==> src/rtl/core/lcfir_pkg.sv <==
// Shared constants and types for the linear convolution FIR block.
// Depends on nothing; every module of the block imports it.
package lcfir_pkg;

    localparam int TAPS        = 32;
    localparam int SAMPLE_BITS = 16;
    localparam int PROD_BITS   = 2 * SAMPLE_BITS;
    localparam int ACC_BITS    = 40;
    localparam int AW          = $clog2(TAPS);
    localparam int CNT_BITS    = $clog2(TAPS + 1);
    localparam int IDX_BITS    = 5;

    localparam logic [CNT_BITS-1:0] TAP_COUNT_RST = CNT_BITS'(32);

    localparam logic MODE_LOAD   = 1'b0;
    localparam logic MODE_SAMPLE = 1'b1;

    typedef logic signed [SAMPLE_BITS-1:0] t_sample;
    typedef logic signed [ACC_BITS-1:0]    t_acc;

    // Coefficient store write from the sequencer.
    typedef struct packed {
        logic          we;
        logic [AW-1:0] addr;
        t_sample       data;
    } t_coef_wr;

    // Per-cycle datapath control from the sequencer.
    typedef struct packed {
        logic          issue;     // start one tap product
        logic          last_tap;  // this product closes the sum
        logic [AW-1:0] idx;       // tap position
        logic          shift;     // shift the current sample into the delay line
        logic          clear;     // zero the delay line
    } t_dp_cmd;

endpackage

==> src/rtl/core/lcfir_mac.sv <==
// Shared multiply-accumulate datapath: coefficient memory, delay line,
// one multiplier and one 40-bit accumulator. Depends on lcfir_pkg.
module lcfir_mac (
    input  logic               i_clk,
    input  logic               i_rst_n,
    input  lcfir_pkg::t_coef_wr i_coef_wr,
    input  lcfir_pkg::t_dp_cmd  i_cmd,
    input  lcfir_pkg::t_sample  i_x,
    output logic               o_done,
    output lcfir_pkg::t_acc     o_acc
);
    import lcfir_pkg::*;

    t_sample                     r_coef_mem [0:TAPS-1];
    t_sample                     r_dl       [0:TAPS-2];
    t_sample                     r_opa;
    t_sample                     r_coef;
    logic signed [PROD_BITS-1:0] r_prod;
    t_acc                        r_acc;
    logic                        r_v1, r_l1, r_f1;
    logic                        r_v2, r_l2, r_f2;
    logic                        r_done;
    t_sample                     opa_sel;
    logic [AW-1:0]               dl_idx;

    assign dl_idx  = i_cmd.idx - AW'(1);
    assign opa_sel = (i_cmd.idx == '0) ? i_x : r_dl[dl_idx];

    // Coefficient memory: one write port, one registered read port.
    always_ff @(posedge i_clk) begin
        if (i_coef_wr.we) begin
            r_coef_mem[i_coef_wr.addr] <= i_coef_wr.data;
        end
        r_coef <= r_coef_mem[i_cmd.idx];
    end

    // Delay line: shift the new sample in, or clear after the tail.
    always_ff @(posedge i_clk) begin
        if (!i_rst_n || i_cmd.clear) begin
            for (int k = 0; k < TAPS - 1; k++) begin
                r_dl[k] <= '0;
            end
        end else if (i_cmd.shift) begin
            r_dl[0] <= i_x;
            for (int k = 1; k < TAPS - 1; k++) begin
                r_dl[k] <= r_dl[k-1];
            end
        end
    end

    // Operand, product and accumulate stages.
    always_ff @(posedge i_clk) begin
        r_opa  <= opa_sel;
        r_prod <= r_opa * r_coef;
        if (r_v2) begin
            r_acc <= (r_f2 ? t_acc'(0) : r_acc) + ACC_BITS'(r_prod);
        end
    end

    always_ff @(posedge i_clk) begin
        if (!i_rst_n) begin
            r_v1   <= 1'b0;
            r_v2   <= 1'b0;
            r_l1   <= 1'b0;
            r_l2   <= 1'b0;
            r_f1   <= 1'b0;
            r_f2   <= 1'b0;
            r_done <= 1'b0;
        end else begin
            r_v1   <= i_cmd.issue;
            r_l1   <= i_cmd.issue & i_cmd.last_tap;
            r_f1   <= i_cmd.idx == '0;
            r_v2   <= r_v1;
            r_l2   <= r_l1;
            r_f2   <= r_f1;
            r_done <= r_v2 & r_l2;
        end
    end

    assign o_done = r_done;
    assign o_acc  = r_acc;

endmodule

==> src/rtl/core/lcfir_seq.sv <==
// Sequencer: takes input transfers, steps the shared MAC through the taps,
// runs the tail and holds the output register. Depends on lcfir_pkg.
module lcfir_seq (
    input  logic                            i_clk,
    input  logic                            i_rst_n,
    input  logic                            i_in_valid,
    output logic                            o_in_stall,
    input  logic                            i_mode,
    input  logic [lcfir_pkg::IDX_BITS-1:0]  i_coef_index,
    input  lcfir_pkg::t_sample              i_value,
    input  logic                            i_last,
    output logic                            o_out_valid,
    input  logic                            i_out_stall,
    output lcfir_pkg::t_acc                 o_acc,
    output logic                            o_out_last,
    input  logic [lcfir_pkg::AW-1:0]        i_last_idx,
    input  logic                            i_done,
    input  lcfir_pkg::t_acc                 i_mac_acc,
    output lcfir_pkg::t_coef_wr             o_coef_wr,
    output lcfir_pkg::t_dp_cmd              o_cmd,
    output lcfir_pkg::t_sample              o_x
);
    import lcfir_pkg::*;

    typedef enum logic [1:0] {S_IDLE, S_ISSUE, S_WAIT, S_OUT} t_state;

    t_state              r_state;
    logic [AW-1:0]       r_idx;
    logic [AW-1:0]       r_tail;
    logic                r_lastflag;
    t_sample             r_x;
    t_acc                r_acc;
    logic                r_out_last;
    logic                accept;
    logic                final_out;

    assign accept    = i_in_valid && (r_state == S_IDLE);
    assign final_out = r_lastflag && (r_tail == '0);

    always_comb begin
        o_coef_wr.we   = accept && (i_mode == MODE_LOAD) &&
                         (CNT_BITS'(i_coef_index) < CNT_BITS'(TAPS));
        o_coef_wr.addr = AW'(i_coef_index);
        o_coef_wr.data = i_value;

        o_cmd.issue    = r_state == S_ISSUE;
        o_cmd.last_tap = r_idx == i_last_idx;
        o_cmd.idx      = r_idx;
        o_cmd.shift    = (r_state == S_WAIT) && i_done && !final_out;
        o_cmd.clear    = (r_state == S_WAIT) && i_done && final_out;
    end

    always_ff @(posedge i_clk) begin
        if (!i_rst_n) begin
            r_state    <= S_IDLE;
            r_idx      <= '0;
            r_tail     <= '0;
            r_lastflag <= 1'b0;
            r_out_last <= 1'b0;
        end else begin
            case (r_state)
                S_IDLE: begin
                    if (accept && (i_mode == MODE_SAMPLE)) begin
                        r_x        <= i_value;
                        r_lastflag <= i_last;
                        r_tail     <= i_last ? i_last_idx : '0;
                        r_idx      <= '0;
                        r_state    <= S_ISSUE;
                    end
                end
                S_ISSUE: begin
                    if (r_idx == i_last_idx) begin
                        r_state <= S_WAIT;
                    end else begin
                        r_idx <= r_idx + AW'(1);
                    end
                end
                S_WAIT: begin
                    if (i_done) begin
                        r_acc      <= i_mac_acc;
                        r_out_last <= final_out;
                        r_state    <= S_OUT;
                    end
                end
                S_OUT: begin
                    if (!i_out_stall) begin
                        if (r_tail != '0) begin
                            // next tail output: a zero sample goes in
                            r_tail  <= r_tail - AW'(1);
                            r_x     <= '0;
                            r_idx   <= '0;
                            r_state <= S_ISSUE;
                        end else begin
                            r_lastflag <= 1'b0;
                            r_state    <= S_IDLE;
                        end
                    end
                end
                default: r_state <= S_IDLE;
            endcase
        end
    end

    assign o_in_stall  = r_state != S_IDLE;
    assign o_out_valid = r_state == S_OUT;
    assign o_acc       = r_acc;
    assign o_out_last  = r_out_last;
    assign o_x         = r_x;

    a_done_only_waiting: assert property (@(posedge i_clk) disable iff (!i_rst_n)
        i_done |-> (r_state == S_WAIT))
        else $error("MAC finished a sum outside the wait state");

    a_no_coef_write_busy: assert property (@(posedge i_clk) disable iff (!i_rst_n)
        o_coef_wr.we |-> !o_in_stall)
        else $error("coefficient written while a sample is in progress");

    a_tail_step_down: assert property (@(posedge i_clk) disable iff (!i_rst_n)
        (o_out_valid && !i_out_stall && (r_tail != '0)) |=>
            (r_tail == $past(r_tail) - AW'(1)) && (r_state == S_ISSUE))
        else $error("tail count did not step down on a tail transfer");

    a_clear_only_final: assert property (@(posedge i_clk) disable iff (!i_rst_n)
        o_cmd.clear |-> (r_lastflag && !o_cmd.shift))
        else $error("delay line cleared outside the final output");

endmodule

==> src/rtl/core/linear_convolution_fir_top.sv <==
// Top level of the linear convolution FIR: tap count register, tap clamp,
// and the sequencer and MAC datapath. Depends on lcfir_pkg, lcfir_seq, lcfir_mac.
//
// Usage:
//   Input channel (i_in_valid / o_in_stall): a transfer with i_mode = 0 writes
//   i_value into coefficient slot i_coef_index and produces no output. A
//   transfer with i_mode = 1 is a Q1.15 sample x[n]; it produces one Q10.30
//   result y[n] = sum x[n-j]*h[j] over the taps in use. With i_last high the
//   sample is followed by tap_count-1 tail results and the delay line is then
//   cleared; the final result carries o_out_last.
//   Output channel (o_out_valid / i_out_stall): one result sits in the output
//   register; hold it while i_out_stall is high.
//   Throughput: one shared 16x16 multiplier does one tap per cycle, so each
//   result goes from the input transfer (or from the transfer of the previous
//   tail result) to o_out_valid through the issue of every tap in use, then
//   the operand, product and accumulate stages, and waits longer while the
//   receiver stalls. A load transfer does not stall the input channel.
//   o_in_stall stays high from a sample transfer until its last result,
//   tail included, has been transferred.
//   Configuration: i_cfg_wr_en writes tap_count (0 acts as 1, above 32 as 32);
//   write it only while the block is idle.
//   Reset: synchronous, active low; clears the delay line, sets tap_count to
//   32. Coefficients are undefined until loaded.
module linear_convolution_fir_top (
    input  logic                            i_clk,
    input  logic                            i_rst_n,
    input  logic                            i_cfg_wr_en,
    input  logic [lcfir_pkg::CNT_BITS-1:0]  i_cfg_wr_data,
    input  logic                            i_in_valid,
    output logic                            o_in_stall,
    input  logic                            i_mode,
    input  logic [lcfir_pkg::IDX_BITS-1:0]  i_coef_index,
    input  lcfir_pkg::t_sample              i_value,
    input  logic                            i_last,
    output logic                            o_out_valid,
    input  logic                            i_out_stall,
    output lcfir_pkg::t_acc                 o_acc,
    output logic                            o_out_last
);
    import lcfir_pkg::*;

    logic [CNT_BITS-1:0] r_tap_count;
    logic [CNT_BITS-1:0] taps_eff;
    logic [AW-1:0]       last_idx;
    t_coef_wr            coef_wr;
    t_dp_cmd             cmd;
    t_sample             x;
    logic                done;
    t_acc                mac_acc;

    // Hold the tap count; the user must write it only while idle, which the block itself does not enforce.
    always_ff @(posedge i_clk) begin
        if (!i_rst_n) begin
            r_tap_count <= TAP_COUNT_RST;
        end else if (i_cfg_wr_en) begin
            r_tap_count <= i_cfg_wr_data;
        end
    end

    // Clamp the tap count into 1..TAPS and turn it into the last tap index.
    always_comb begin
        if (r_tap_count == '0) begin
            taps_eff = CNT_BITS'(1);
        end else if (r_tap_count > CNT_BITS'(TAPS)) begin
            taps_eff = CNT_BITS'(TAPS);
        end else begin
            taps_eff = r_tap_count;
        end
        last_idx = AW'(taps_eff - CNT_BITS'(1));
    end

    lcfir_seq u_seq (
        .i_clk        (i_clk),
        .i_rst_n      (i_rst_n),
        .i_in_valid   (i_in_valid),
        .o_in_stall   (o_in_stall),
        .i_mode       (i_mode),
        .i_coef_index (i_coef_index),
        .i_value      (i_value),
        .i_last       (i_last),
        .o_out_valid  (o_out_valid),
        .i_out_stall  (i_out_stall),
        .o_acc        (o_acc),
        .o_out_last   (o_out_last),
        .i_last_idx   (last_idx),
        .i_done       (done),
        .i_mac_acc    (mac_acc),
        .o_coef_wr    (coef_wr),
        .o_cmd        (cmd),
        .o_x          (x)
    );

    lcfir_mac u_mac (
        .i_clk     (i_clk),
        .i_rst_n   (i_rst_n),
        .i_coef_wr (coef_wr),
        .i_cmd     (cmd),
        .i_x       (x),
        .o_done    (done),
        .o_acc     (mac_acc)
    );

endmodule

==> config.mk <==
export PLATFORM = sky130hd
export DESIGN_NAME = linear_convolution_fir_top
export DESIGN_NICKNAME = d
export VERILOG_FILES = /design/src/rtl/core/lcfir_pkg.sv /design/src/rtl/core/lcfir_mac.sv /design/src/rtl/core/lcfir_seq.sv /design/src/rtl/core/linear_convolution_fir_top.sv
export SDC_FILE = /design/constraint.sdc
export NUM_CORES = 2
export LEC_CHECK = 0
export BUFFER_PORTS_ARGS = -buffer_cell sky130_fd_sc_hd__buf_2
export CAP_MARGIN = 25
export CORE_ASPECT_RATIO = 1.5
export CORE_MARGIN = 2
export CORE_UTILIZATION = 60
export DETAILED_ROUTE_END_ITERATION = 16
export GPL_TIMING_DRIVEN = 0
export PLACE_DENSITY = 0.74
export SLEW_MARGIN = 10
export SYNTH_ARGS = -nofsm -noshare
export SYNTH_HDL_FRONTEND = slang
export SYNTH_SLANG_ARGS = --single-unit
==> constraint.sdc <==
create_clock -name i_clk -period 19.7 [get_ports i_clk]
set_clock_uncertainty 0.15 [all_clocks]
set_input_delay 2.955 -clock i_clk [delete_from_list [all_inputs] [get_ports i_clk]]
set_output_delay 2.955 -clock i_clk [all_outputs]
set_load 0.1 [all_outputs]
==> run_results.csv <==
group,metric,value,unit
outcome,status,"complete, no violations",
place,place_congestion,0.961,
clock_network,postCtsHoldBufs,0,
setup_path,critical_path_class,"register to register",
final_layout,drive_gt1_frac,0.159,
final_layout,finalNetCount,4640,
synth,synth_seq_cells,1195,
synth,synth_edf_count,1104,
routing,ant_nets,0,
synth,synthFlopType,"edfxtp_1",
setup_path,endpoint_kind,"register",
global_routing,top_usage_layer,"met2",
synth,synth_cell_types,78,
global_routing,grtUsageMet2,0.537,
clock_network,cts_setup_buffers,0,
routing,vias_per_cell,6.09,
place,port_buffers,75,
routing,drcViolationCount,0,
synth,synth_most_common_cell,"edfxtp_1",
final_layout,stdcell_count,5597,
die,dieArea,102000,um2
synth,synth_area,59800,um2
timing,period_minus_slack,7.58,ns
synth,ys_top_cells_by_count,"edfxtp_1 (1104), and2_1 (624), inv_1 (304)",
global_routing,use_met1,0.333,
clock_network,clockRootBuffer,"clkbuf_16",
synth,synth_nets,4414,
clock_network,cts_sinks,1195,
timing,holdWs,0.287,ns
routing,drt_iter0_markers,2865,
die,rows,141,
timing,period_share,0.385,
routing,dr.pass1.iters,6,
clock_network,cts-buffers-inserted,106,
timing,finalHoldViolCount,0,
global_routing,antenna_found_initial,8,
global_routing,grt_max_degree,69,
clock_network,clk_path_buf_depth,3,
die,die_h,391,um
clock_network,cts_resized,0,
timing,setup_viol,0,
place,dp.cells,5392,
timing,worst_pin_slew,1.04,ns
setup_path,cp.arrival,8.02,ns
setup_path,path_max_fanout,10,
place,hpwl,109000,um
global_routing,grt_first_pass_wirelength,221000,um
global_routing,grt_overflow,0,
min_path,min-delay-path-class,"register to register",
die,core_area,98600,um2
synth,yosysWarnings,0,
timing,fmax,132,MHz
timing,maxSlewHeadroom,0.309,
die,start_util,0.607,
routing,vias,34100,
clock_network,clock_latency,0.72,ns
clock_network,htreeDepth,3,
timing,rsz0062_at_grt,"false",
final_layout,fin_util,0.672,
synth,async_flop_share,0,
global_routing,grt_pass1_vias,36084,
synth,ys_seq_area_frac,0.585,
timing,drv_slew,0,
synth,avgSynthCellArea,15.0,um2
routing,wl_per_cell,26.3,um
routing,totalWireLength,147000,um
synth,syn_inst,3988,
job,maxCapViolCount,0,
die,die_x,262,um
synth,synth_area_leader_cell,"edfxtp_1",
setup_path,required,20.14,ns
global_routing,grt_use_met3,0.0344,
synth,yosysTopAreaCellShare,0.554,
clock_network,clkTransAtPathRegs,0.06,ns
die,io_pins,77,
global_routing,track_usage,0.297,
synth,synthTopCellsByArea,"edfxtp_1 (55%), mux4_2 (11%), fa_1 (8.8%)",
setup_path,crit_path_start_kind,"register",
clock_network,cts_tree,"built",
final_layout,area_delta_synth_final,10.7,%
## stage by stage
step | setup slack, ns | setup TNS (ns) | area (um2)
finish | 12.12 | 0 | 66200
floorplan | 4.77 | 0 | 59800
global placement | -0.0365 | -4.84 | 61800
detailed placement | 12.14 | 0 | 62600
global route | 11.67 | 0 | 66200
CTS | 12.13 | 0 | 66200
## cells by family (layout without fill, tap and decap cells)
logic type	after synthesis	after routing	synth area share
fa+ha+maj	392	392	0.115
flops	1195	1195	0.585
xor+xnor	78	78	0.0114
simple gates	1185	1185	0.108
buf+inv	503	821	0.0323
other cells	0	4	0
mux	329	329	0.116
compound gates	306	306	0.0336
## critical path, stage by stage, from the launching register on
cell,delay [ns]
dfxtp_1,0.64
clkbuf_1,0.57
nand2_1,0.17
fa_1,0.56
inv_1,0.05
fa_1,0.50
fa_1,0.58
fa_1,0.43
fa_1,0.49
inv_1,0.04
fa_1,0.47
inv_1,0.04
ha_1,0.25
buf_2,0.17
a211oi_1,0.31
o21ai_0,0.21
nand3_1,0.13
a31oi_1,0.21
a2111oi_0,0.80
o31ai_1,0.25
nor3_1,0.19
o21bai_1,0.10
xnor2_1,0.12
## per-layer routing
metal | wire length (um) | share of wire | vias to the layer above
met5 | 13 | 0.000088 | -
met4 | 10600 | 0.072 | 2
met3 | 7970 | 0.054 | 392
met2 | 78700 | 0.54 | 1418
met1 | 49700 | 0.34 | 17510
li1 | - | - | 14778
## cell type report
type / count / area (um2)
diodes: 4 / 10.0
plain buffers: 198 / 787
clock buffers: 134 / 2850
clock inverters: 66 / 736
fillers: 6709 / 32400
inverters: 305 / 1140
multi-input cells: 2290 / 23000
flip-flops and latches: 1195 / 35000
well taps: 1287 / 1610
repair buffers: 118 / 1100
## final timing paths
| check | start | to | slack [ns] | cells past startpoint |
|---|---|---|---|---|
| worst min-delay path | u_mac.o_acc[38] | u_seq.o_acc[38] | 0.29 | 0 |
| worst max-delay path | u_mac.r_opa[9] | u_mac.r_prod[31] | 12.12 | 22 |
| worst max register to register | u_mac.r_opa[9] | u_mac.r_prod[31] | 12.12 | 22 |
| worst min register to register | u_mac.o_acc[38] | u_seq.o_acc[38] | 0.29 | 0 |
## cell usage in the layout, fill, tap and decap left out, types with 18 or more instances in the layout
cell type  Yosys  final
edfxtp_1    1104   1104
nor2_1       114     82
dfxtp_1       91     90
a21o_1        34     34
mux2i_1       23     23
xnor2_1       61     61
clkinv_1       0     18
clkbuf_1     153    173
nand2_1      268    267
inv_1        304    303
a21oi_1       83     83
and2_1       624    624
o21ai_0       75     75
a211oi_1      26     26
mux2_2        18     18
nand3_1       35     35
mux4_2       288    288
fa_1         263    263
buf_8          0     27
nor3_1        20     20
ha_1         129    129
nor2_2         0     32
buf_2         35    110
clkbuf_16      0    107
nor2b_1       60     60
## flip-flops by register name (all words and copies together), names as in the netlist
register          cells
u_mac.o_acc          40
u_seq.o_x            16
u_mac.r_f1            1
u_seq.o_acc          40
u_mac.r_v2            1
u_seq.r_idx           5
u_seq.o_out_last      1
u_seq.r_state         2
u_mac.r_l1            1
u_mac.r_opa          16
u_mac.r_coef_mem    512
u_mac.r_f2            1
u_mac.r_v1            1
u_mac.r_dl          496
u_mac.o_done          1
u_seq.r_tail          5
u_mac.r_l2            1
u_mac.r_prod         32
u_seq.r_lastflag      1
u_mac.r_coef         16
r_tap_count           6
Power is not shown: default switching activity piles up to over one toggle a cycle in this logic, so the estimate is an artifact.
